### config.mk
export PLATFORM = sky130hd
export DESIGN_NAME = chtik_mod
export DESIGN_NICKNAME = d
export VERILOG_FILES = /design/src/rtl/chtik_pkg.sv /design/src/rtl/chtik_mod.sv
export SDC_FILE = /design/constraint.sdc
export NUM_CORES = 1
export LEC_CHECK = 0
export BUFFER_PORTS_ARGS = -buffer_cell sky130_fd_sc_hd__buf_2
export CAP_MARGIN = 0
export CORE_MARGIN = 4
export CORE_UTILIZATION = 40
export CTS_CLUSTER_DIAMETER = 120
export DETAILED_ROUTE_END_ITERATION = 16
export REMOVE_ABC_BUFFERS = 1
export SLEW_MARGIN = 20
export SYNTH_ARGS = -nofsm -noshare
export SYNTH_HDL_FRONTEND = slang
export SYNTH_SLANG_ARGS = --single-unit
### constraint.sdc
create_clock -name clk -period 3.29 [get_ports clk]
set_input_delay 0.658 -clock clk [delete_from_list [all_inputs] [get_ports clk]]
set_output_delay 0.658 -clock clk [all_outputs]
set_load 0.02 [all_outputs]
### src/rtl/chtik_pkg.sv
// chtik_pkg: shared types and codes for the chained hash table
// no dependencies
package chtik_pkg;

	typedef enum logic [1:0] {
		REQ_INSERT  = 2'd0,
		REQ_REMOVE  = 2'd1,
		REQ_GET     = 2'd2,
		REQ_REPLACE = 2'd3
	} req_t;

	typedef enum logic [1:0] {
		ST_DONE     = 2'd0,
		ST_NOTFOUND = 2'd1,
		ST_FULL     = 2'd2
	} status_t;

	typedef enum logic [3:0] {
		S_IDLE,
		S_DIV,
		S_LEN,
		S_CHK,
		S_RD,
		S_CMP,
		S_ACT,
		S_SHRD,
		S_SHWR,
		S_OUT
	} state_t;

	typedef struct packed {
		logic start;
		logic busy;
		logic done;
	} div_ctl_t;

endpackage

### src/rtl/chtik_mod.sv
// chtik_mod: bit-serial 64-bit by 9-bit remainder unit, one quotient bit per cycle
// depends on chtik_pkg
module chtik_mod import chtik_pkg::*; (
	input  logic        clk,
	input  logic        arst_n,
	input  logic        start,
	input  logic [63:0] dividend,
	input  logic [8:0]  divisor,
	output div_ctl_t    ctl,
	output logic [8:0]  remainder
);

	logic [63:0] num_q;
	logic [9:0]  rem_q;
	logic [8:0]  div_q;
	logic [6:0]  cnt_q;
	logic        busy_q;
	logic        done_q;
	logic [9:0]  trial;

	assign trial = {rem_q[8:0], num_q[63]};

	always_ff @(posedge clk or negedge arst_n) begin
		if (!arst_n) begin
			busy_q <= 1'b0;
			done_q <= 1'b0;
			cnt_q  <= '0;
		end else begin
			done_q <= 1'b0;
			if (start) begin
				busy_q <= 1'b1;
				cnt_q  <= 7'd64;
			end else if (busy_q) begin
				cnt_q <= cnt_q - 7'd1;
				if (cnt_q == 7'd1) begin
					busy_q <= 1'b0;
					done_q <= 1'b1;
				end
			end
		end
	end

	always_ff @(posedge clk) begin
		if (start) begin
			num_q <= dividend;
			rem_q <= '0;
			div_q <= divisor;
		end else if (busy_q) begin
			num_q <= {num_q[62:0], 1'b0};
			if (trial >= {1'b0, div_q}) rem_q <= trial - {1'b0, div_q};
			else                        rem_q <= trial;
		end
	end

	assign remainder = rem_q[8:0];
	assign ctl = '{start: start, busy: busy_q, done: done_q};

endmodule

==> run_results.csv, run 1 <==
group,metric,value,unit
yosys,yosys-mux-area-fraction,17.7,%
clock_tree,insertion_delay,350,ps
global_routing,gr-total-overflow,0,
timing,hold_violations,0,
critical_path,path_depth,9,
yosys,yosysMostFrequentCell,"edfxtp_1",
critical_path,worstReg2RegEnd,"rem_q[0]",
floorplan,die_h,112,um
yosys,netlist_area,4300,um^2
clock_tree,cts-root-buf,"clkbuf_8",
critical_path,critPathTopFamily,"compound AO/OA/AOI/OAI gates",
yosys,synth_commonest_cells,"edfxtp_1 (73), mux2_2 (59), nor2_1 (17)",
yosys,synth_fa_ha_area_share,3.67,%
timing,setup_tns,0,ps
clock_tree,postCtsSetupRepairBufs,0,
yosys,yosys_register_bits,91,
yosys,synth-main-ff-cell,"edfxtp_1",
floorplan,ios,88,
global_routing,grt_max_degree,65,
floorplan,start_util,41.2,%
critical_path,crit_type,"flip-flop to flip-flop",
critical_path,max_stage_delay,630,ps
critical_path,crit_buf_inv,2,
route,vias_per_cell,4.94,
pwr,p_leak,2.11,nW
route,wl,7460,um
placed_design,postPlaceCellArea,4870,um^2
critical_path,crit_arrival,2970,ps
critical_path,r2r_slack,560,ps
critical_path,crit_path_end_kind,"flip-flop",
yosys,synth_edf_count,73,
critical_path,r2r_start,"num_q[63]",
pwr,ir_drop,0.267,mV
route,drc,0,
route,dr.first_iter.drc_count,155,
final_layout,antenna_cells,0,
route,post_drt_wl_per_cell,14.3,um
final_layout,syn_to_final_growth,17.3,%
timing,max_freq,366,MHz
placed_design,hpwlAfterDp,5210,um
clock_tree,post_cts_resized,0,
timing,layout_min_cycle_time,2730,ps
global_routing,grt_pass1_vias,2583,
floorplan,die_area,12500,um^2
final_layout,final_area,5040,um^2
floorplan,rows,37,
clock_tree,clk_path_buf_depth,2,
clock_tree,clk_pin_slew_worst_paths,80,ps
timing,hold_ws,148,ps
clock_tree,cts_buffers,9,
clock_tree,numClockSinks,91,
pwr,p_per_area,604,nW/um^2
final_layout,nets,470,
yosys,yosysWarningCount,0,
floorplan,core_area,10400,um^2
yosys,async_flop_share,9.89,%
yosys,synth.distinct_cells,48,
timing,rsz0062_at_grt,"false",
yosys,yosys.area_share.simple,6.32,%
placed_design,place_inst,507,
yosys,synth-xor-area-share,2.04,%
timing,finalMaxSlewViolations,0,
global_routing,antenna_found_initial,1,
timing,skew,10.5,ps
global_routing,grt_pass1_wl,12300,um
global_routing,gr-usage-all-layers,12.3,%
critical_path,cp.required,3520,ps
clock_tree,cts_hold_buf,0,
yosys,synth-seq-area-share,60.5,%
final_layout,drive_gt1_share,43.9,%
yosys,yosysTopAreaCellShare,51.0,%
critical_path,slowest_stage,"a211oi_4",
timing,worstMarginPinSlew,664,ps
yosys,netlist_instances,298,
critical_path,crit_path_max_fanout,14,
critical_path,cp-start-kind,"flip-flop",
route,vias,2582,
placed_design,port_buffers,87,
timing,fin_crit_sh,83.1,%
route,route.antenna.remaining_nets,0,
final_layout,finalNonFillerCells,523,
yosys,syn_avg_cell_area,14.4,um^2
floorplan,die_w,112,um
yosys,synth_top_family_by_area,"multiplexers",
min_path,hp-class,"input port to async pin",
yosys,synthTopCellsByArea,"edfxtp_1 (51%), mux2_2 (15%), dfrtp_1 (5.2%), dfxtp_1 (4.2%), ha_1 (3.2%)",
timing,setup_viol,0,
route,dr.pass1.iters,4,
clock_tree,cts_max_level,3,
critical_path,reg2reg_depth,9,
clock_tree,tritoncts,"done",
flow_run,maxCapViolCount,0,
yosys,synth_compound_area_share,6.49,%
critical_path,crit_path_cell_trace,"inv_1, ha_1, inv_1, fa_1, a211oi_4, o21ai_2, a211oi_4, nor3b_1, a311o_1",
outcome,status,"finished clean",
final_layout,finish.utilization,48.4,%
placed_design,place_congestion,0.844,
yosys,synth_top_area_cell,"edfxtp_1",
timing,slew_headroom,55.6,%
## cell type report
cell class / instances / area (um^2)
flip-flops and latches: 91 / 2600
well taps: 136 / 170
fillers: 975 / 5380
repair buffers: 90 / 485
inverters: 16 / 60.1
clock buffers: 13 / 159
multi-input cells: 174 / 1560
clock inverters: 3 / 13.8
## cell families after synthesis
kind of cell,after synthesis
buffers and inverters,33
multiplexers,68
AND/OR/NAND/NOR,53
flip-flops,91
XOR/XNOR,10
adder cells (fa/ha/maj),12
AO/OA/AOI/OAI,31
## flip-flops by register name, indices dropped and copies added (netlist names)
name,count
cnt_q,7
busy_q,1
num_q,64
div_q,9
rem_q,9
done_q,1
## stage by stage
step / power [mW] / setup slack, ps
after floorplan: 2.17 / 669
after global placement: 2.38 / 612
after detailed placement: 2.40 / 549
after CTS: 3.10 / 547
after global routing: 3.26 / 377
final: 3.05 / 557
## placed cells by master, fill, tap and decap left out, drive strengths merged, types with 4 or more instances in the layout
master  count
nand3       6
dfrtp       9
dfxtp       9
ha         11
a21oi       6
nand2       9
a211oi      8
inv        16
mux2i       5
buf        90
edfxtp     73
mux2       63
a311oi      4
clkbuf     13
xor2        7
nor2       17
## per-layer routing
metal	GRT usage [%]	vias up	routed length, um
met2	19.2	58	3460
met3	4.02	12	436
li1	-	1277	-
met4	5.84	2	130
met5	0	-	9
met1	15.5	1233	3420
## where the power goes
part	switching, mW	internal, mW	leakage, nW
Combinational	0.422	0.395	1.07
Sequential	0.102	1.45	0.951
Clock	0.363	0.312	0.0908
## how the worst max path moves through the flow
stage               startpoint  slack, ps        to
floorplan               busy_q        670  num_q[0]
global placement     num_q[63]        610  rem_q[0]
detailed placement   num_q[63]        550  rem_q[0]
CTS                  num_q[63]        550  rem_q[0]
global route         num_q[63]        380  rem_q[6]
finish               num_q[63]        560  rem_q[0]
Note: power is estimated with default switching activity, not from simulation.
==> run 2: changes to the inputs <==
Clock period 3.29 ns to 2.25 ns, I/O delays scaled along.
==> run_results.csv, run 2 (synthesized netlist as in run 1, its figures left out) <==
group,metric,value,unit
floorplan,rows,37,
route,post_drt_wl_per_cell,14.9,um
placed_design,place_congestion,0.879,
placed_design,port_buffers,87,
clock_tree,cts_max_level,3,
critical_path,critPathTopFamily,"compound AO/OA/AOI/OAI gates",
global_routing,grt_pass1_vias,2812,
final_layout,finalNonFillerCells,541,
placed_design,postPlaceCellArea,4970,um^2
route,route.antenna.remaining_nets,0,
floorplan,core_area,10400,um^2
critical_path,r2r_slack,-30,ps
final_layout,final_common_cell,"buf_2",
critical_path,crit_path_end_kind,"flip-flop",
timing,hold_ws,271,ps
critical_path,r2r_start,"num_q[63]",
pwr,p_leak,2.19,nW
timing,skew,8.51,ps
critical_path,crit_buf_inv,3,
outcome,status,"complete, but fails checks",
route,dr.first_iter.drc_count,181,
floorplan,start_util,41.2,%
clock_tree,cts_buffers,9,
final_layout,finish.utilization,49.9,%
final_layout,antenna_cells,0,
placed_design,place_inst,519,
global_routing,antenna_found_initial,1,
final_layout,reg.largest.list,"num_q: 64 flops, div_q: 9 flops, rem_q: 9 flops",
timing,rsz0062_at_grt,"true",
final_layout,drive_gt1_share,47.7,%
min_path,hp-class,"input port to flip-flop",
critical_path,crit_path_frequent_cell,"a211oi_4",
global_routing,grt_pass1_wl,13600,um
floorplan,die_h,112,um
outcome,violations,"negative setup slack",
route,vias,2677,
placed_design,hpwlAfterDp,5670,um
timing,max_freq,438,MHz
final_layout,largest_reg_flops,64,
pwr,p_total,4.65,mW
clock_tree,cts-root-buf,"clkbuf_8",
clock_tree,insertion_delay,350,ps
final_layout,final_area,5200,um^2
critical_path,worstReg2RegEnd,"rem_q[4]",
global_routing,gr-total-overflow,0,
critical_path,crit_arrival,2520,ps
route,drc,0,
floorplan,ios,88,
timing,slew_headroom,70.4,%
pwr,p_per_area,894,nW/um^2
global_routing,gr-usage-all-layers,13.6,%
clock_tree,clk_path_buf_depth,2,
final_layout,nets,488,
min_path,hold_depth,1,
clock_tree,tritoncts,"done",
timing,worst_slack,-34.6,ps
critical_path,reg2reg_depth,10,
clock_tree,clk_pin_slew_worst_paths,80,ps
timing,setup_viol,3,
min_path,hold_start,"divisor[4]",
floorplan,die_area,12500,um^2
timing,hold_violations,0,
critical_path,crit_type,"flip-flop to flip-flop",
flow_run,maxCapViolCount,0,
final_layout,syn_to_final_growth,21.0,%
critical_path,cp-start-kind,"flip-flop",
timing,finalMaxSlewViolations,0,
pwr,ir_drop,0.429,mV
floorplan,die_w,112,um
timing,setup_tns,-50.3,ps
global_routing,grt_max_degree,49,
timing,fin_crit_sh,102,%
final_layout,mostFrequentLayoutCells,"buf_2 (87), edfxtp_1 (73), mux2_2 (59)",
critical_path,slowest_stage,"edfxtp_1",
timing,worstMarginPinSlew,438,ps
timing,layout_min_cycle_time,2280,ps
placed_design,place_ws,-155,ps
critical_path,crit_path_cell_trace,"inv_1, ha_2, inv_2, fa_2, a211oi_4, o21ai_2, a211oi_4, buf_6, mux2i_1, a211oi_1",
min_path,min_to,"div_q[4]",
critical_path,max_stage_delay,390,ps
critical_path,crit_path_max_fanout,5,
final_layout,fillers,975,
clock_tree,numClockSinks,91,
final_layout,top_register,"num_q",
route,wl,8060,um
route,dr.pass1.iters,6,
critical_path,cp.required,2480,ps
route,vias_per_cell,4.95,
run 2: cell types whose count changed in the layout (fill, tap and decap cells not counted), sizes merged:
| cell | delta |
|---|---|
| buf | +17 |
| clkbuf | -3 |
| clkinvlp | +2 |
| clkinv | +1 |
| dlygate4sd3 | +1 |
run 2: worst register-to-register path: stages, from the launching register on:
cell	delay (ps)
edfxtp_1	390
inv_1	70
ha_2	170
inv_2	40
fa_2	380
a211oi_4	250
o21ai_2	110
a211oi_4	300
buf_6	180
mux2i_1	210
a211oi_1	90
run 2: timing repair:
action / CTS / global route
buffers inserted: 3 / 1
gates cloned: 1 / 0
pin swaps: 10 / 2
resized for setup: 5 / 3
hold endpoints to repair: 9 / 0
endpoints found under the setup margin: 9 / 9
hold buffers: 1 / 0
run 2: area by class of cell:
type                    count  area, um^2  share of cell area (%)
well taps                 136         170                    3.27
inverters                  16        60.1                    1.16
clock inverters             6        32.5                   0.626
clock buffers              10         128                    2.45
flip-flops and latches     91        2600                    50.0
multi-input cells         174        1570                    30.2
repair buffers            108         641                    12.3
run 2: worst max path at each step:
stage                         start       end  slack (ps)  depth (start not counted)
final                     num_q[63]  rem_q[4]         -30                         10
after global routing      num_q[63]  rem_q[1]        -150                         10
after CTS                 num_q[63]  rem_q[4]         -20                         10
after detailed placement  num_q[63]  rem_q[4]        -150                         10
after global placement    num_q[63]  rem_q[8]        -100                         10
after floorplan              busy_q  num_q[0]        -370                          2
run 2: layer usage:
layer / share of wire (%) / track usage (%) / wire length, um / vias up
met1: 44 / 17.5 / 3510 / 1298
met4: 1.8 / 5.68 / 144 / 2
li1: - / - / - / 1309
met3: 5.3 / 4.02 / 426 / 12
met5: 0.16 / 0 / 13 / -
met2: 49 / 21.5 / 3960 / 56
run 2: report_power, final:
part | internal, mW | total (mW) | switching, mW
logic | 0.735 | 1.43 | 0.699
registers | 2.12 | 2.27 | 0.144
clock network | 0.391 | 0.946 | 0.555
total | 3.25 | 4.65 | 1.40
==> run 3: changes to the inputs <==
Settings changed: RECOVER_POWER from default to 100.
==> run_results.csv, run 3 (synthesized netlist as in run 1, its figures left out) <==
group,metric,value,unit
timing,hold_violations,0,
placed_design,port_buffers,87,
clock_tree,clk_pin_slew_worst_paths,80,ps
clock_tree,cts_buffers,9,
route,dr.pass1.iters,6,
placed_design,place_ws,-155,ps
timing,fin_crit_sh,101,%
floorplan,die_h,112,um
floorplan,rows,37,
pwr,clkPwrFrac,20.4,%
timing,finalMaxSlewViolations,0,
critical_path,crit_path_cell_trace,"inv_1, ha_2, inv_2, fa_2, a211oi_4, o21ai_2, a211oi_4, buf_6, mux2i_1, a211oi_1",
global_routing,grt_pass1_wl,13600,um
final_layout,final_common_cell,"buf_2",
critical_path,crit_arrival,2520,ps
floorplan,die_w,112,um
final_layout,nets,488,
critical_path,crit_path_frequent_cell,"a211oi_4",
route,vias_per_cell,4.94,
pwr,p_seq_share,49.0,%
critical_path,r2r_slack,-30,ps
outcome,violations,"negative setup slack",
clock_tree,clk_path_buf_depth,2,
outcome,status,"complete, but fails checks",
timing,setup_viol,3,
route,post_drt_wl_per_cell,14.9,um
route,route.antenna.remaining_nets,0,
global_routing,gr-usage-all-layers,13.6,%
final_layout,top_register,"num_q",
critical_path,critPathTopFamily,"compound AO/OA/AOI/OAI gates",
global_routing,gr-total-overflow,0,
final_layout,drive_gt1_share,44.0,%
final_layout,reg.largest.list,"num_q: 64 flops, div_q: 9 flops, rem_q: 9 flops",
critical_path,crit_path_end_kind,"flip-flop",
route,wl,8070,um
timing,layout_min_cycle_time,2280,ps
clock_tree,insertion_delay,350,ps
route,vias,2671,
final_layout,mostFrequentLayoutCells,"buf_2 (76), edfxtp_1 (73), mux2_2 (59)",
critical_path,slowest_stage,"edfxtp_1",
flow_run,maxCapViolCount,0,
placed_design,hpwlAfterDp,5670,um
pwr,p_leak,2.13,nW
floorplan,die_area,12500,um^2
final_layout,antenna_cells,0,
timing,skew,8.56,ps
pwr,p_comb_share,30.6,%
pwr,net-switching-power,1.40,mW
floorplan,core_area,10400,um^2
placed_design,place_congestion,0.879,
global_routing,grt_max_degree,49,
min_path,hp-class,"input port to flip-flop",
critical_path,cp-start-kind,"flip-flop",
final_layout,syn_to_final_growth,20.1,%
clock_tree,cts-root-buf,"clkbuf_8",
timing,hold_ws,272,ps
floorplan,ios,88,
pwr,p_int,3.23,mW
critical_path,crit_buf_inv,3,
critical_path,max_stage_delay,390,ps
timing,worstMarginPinSlew,1130,ps
placed_design,place_inst,519,
timing,rsz0062_at_grt,"true",
floorplan,start_util,41.2,%
clock_tree,numClockSinks,91,
route,drc,0,
pwr,p_sw_share,30.2,%
pwr,p_total,4.63,mW
timing,worst_slack,-33.0,ps
final_layout,largest_reg_flops,64,
pwr,ir_drop,0.429,mV
critical_path,reg2reg_depth,10,
global_routing,antenna_found_initial,1,
critical_path,crit_type,"flip-flop to flip-flop",
clock_tree,cts_max_level,3,
clock_tree,tritoncts,"done",
route,dr.first_iter.drc_count,159,
critical_path,cp.required,2480,ps
final_layout,finish.utilization,49.5,%
timing,max_freq,438,MHz
global_routing,grt_pass1_vias,2812,
final_layout,finalNonFillerCells,541,
final_layout,fillers,983,
min_path,hold_start,"divisor[5]",
critical_path,worstReg2RegEnd,"rem_q[4]",
critical_path,crit_path_max_fanout,5,
pwr,p_per_area,898,nW/um^2
min_path,hold_depth,1,
timing,slew_headroom,24.7,%
critical_path,r2r_start,"num_q[63]",
min_path,min_to,"div_q[5]",
==> run 3: changes by cell type in the layout (fill, tap and decap cells not counted) <==
cell      previous run  this run
buf_4               15        12
inv_2                2         1
buf_2               87        76
clkbuf_4             0         1
buf_12               3         2
clkinv_1             2         3
clkbuf_1             1        15
==> run 3: worst max-delay path by stage <==
stage	start	to	slack, ps	cells past startpoint
after CTS	num_q[63]	rem_q[4]	-20	10
final	num_q[63]	rem_q[4]	-30	10
after detailed placement	num_q[63]	rem_q[4]	-150	10
after global placement	num_q[63]	rem_q[8]	-100	10
after global routing	num_q[63]	rem_q[1]	-150	10
after floorplan	busy_q	num_q[0]	-370	2
==> run 3: layout make-up <==
class / count / area, um^2 / share of cell area (%)
Sequential cell: 91 / 2600 / 50.3
Multi-Input combinational cell: 174 / 1570 / 30.4
Clock buffer: 10 / 128 / 2.47
Timing Repair Buffer: 108 / 603 / 11.7
Tap cell: 136 / 170 / 3.30
Inverter: 16 / 60.1 / 1.16
Clock inverter: 6 / 32.5 / 0.630
==> run 3: stage by stage <==
stage	cell area [um^2]	setup TNS [ps]
after CTS	5180	-28.0
after detailed placement	4970	-869
after floorplan	4210	-25150
final	5160	-48.7
after global placement	4970	-529
after global routing	5160	-1010
==> run 3: per-layer routing <==
layer	global-route usage, %	vias up	share of wire, %
li1	-	1308	-
met3	4.02	12	5.4
met5	0	-	0.16
met1	17.5	1291	44
met4	5.68	2	1.8
met2	21.5	58	49
==> run 3: what timing repair did <==
action	in CTS	in global routing
pin swaps	10	2
setup endpoints to repair	9	9
cloned	1	0
setup buffers	3	1
gates resized for setup	5	3
hold buffers	1	0
endpoints found under the hold margin	9	0
==> run 3: power by group through the flow <==
stage | registers (mW) | clock network, mW | logic, mW
2_1_floorplan | 2.34 | 0 | 0.834
3_3_place_gp | 2.30 | 0 | 1.30
3_5_place_dp | 2.30 | 0 | 1.33
5_1_grt | 2.31 | 1.08 | 1.57
6_report | 2.27 | 0.944 | 1.42
4_1_cts | 2.27 | 0.997 | 1.42
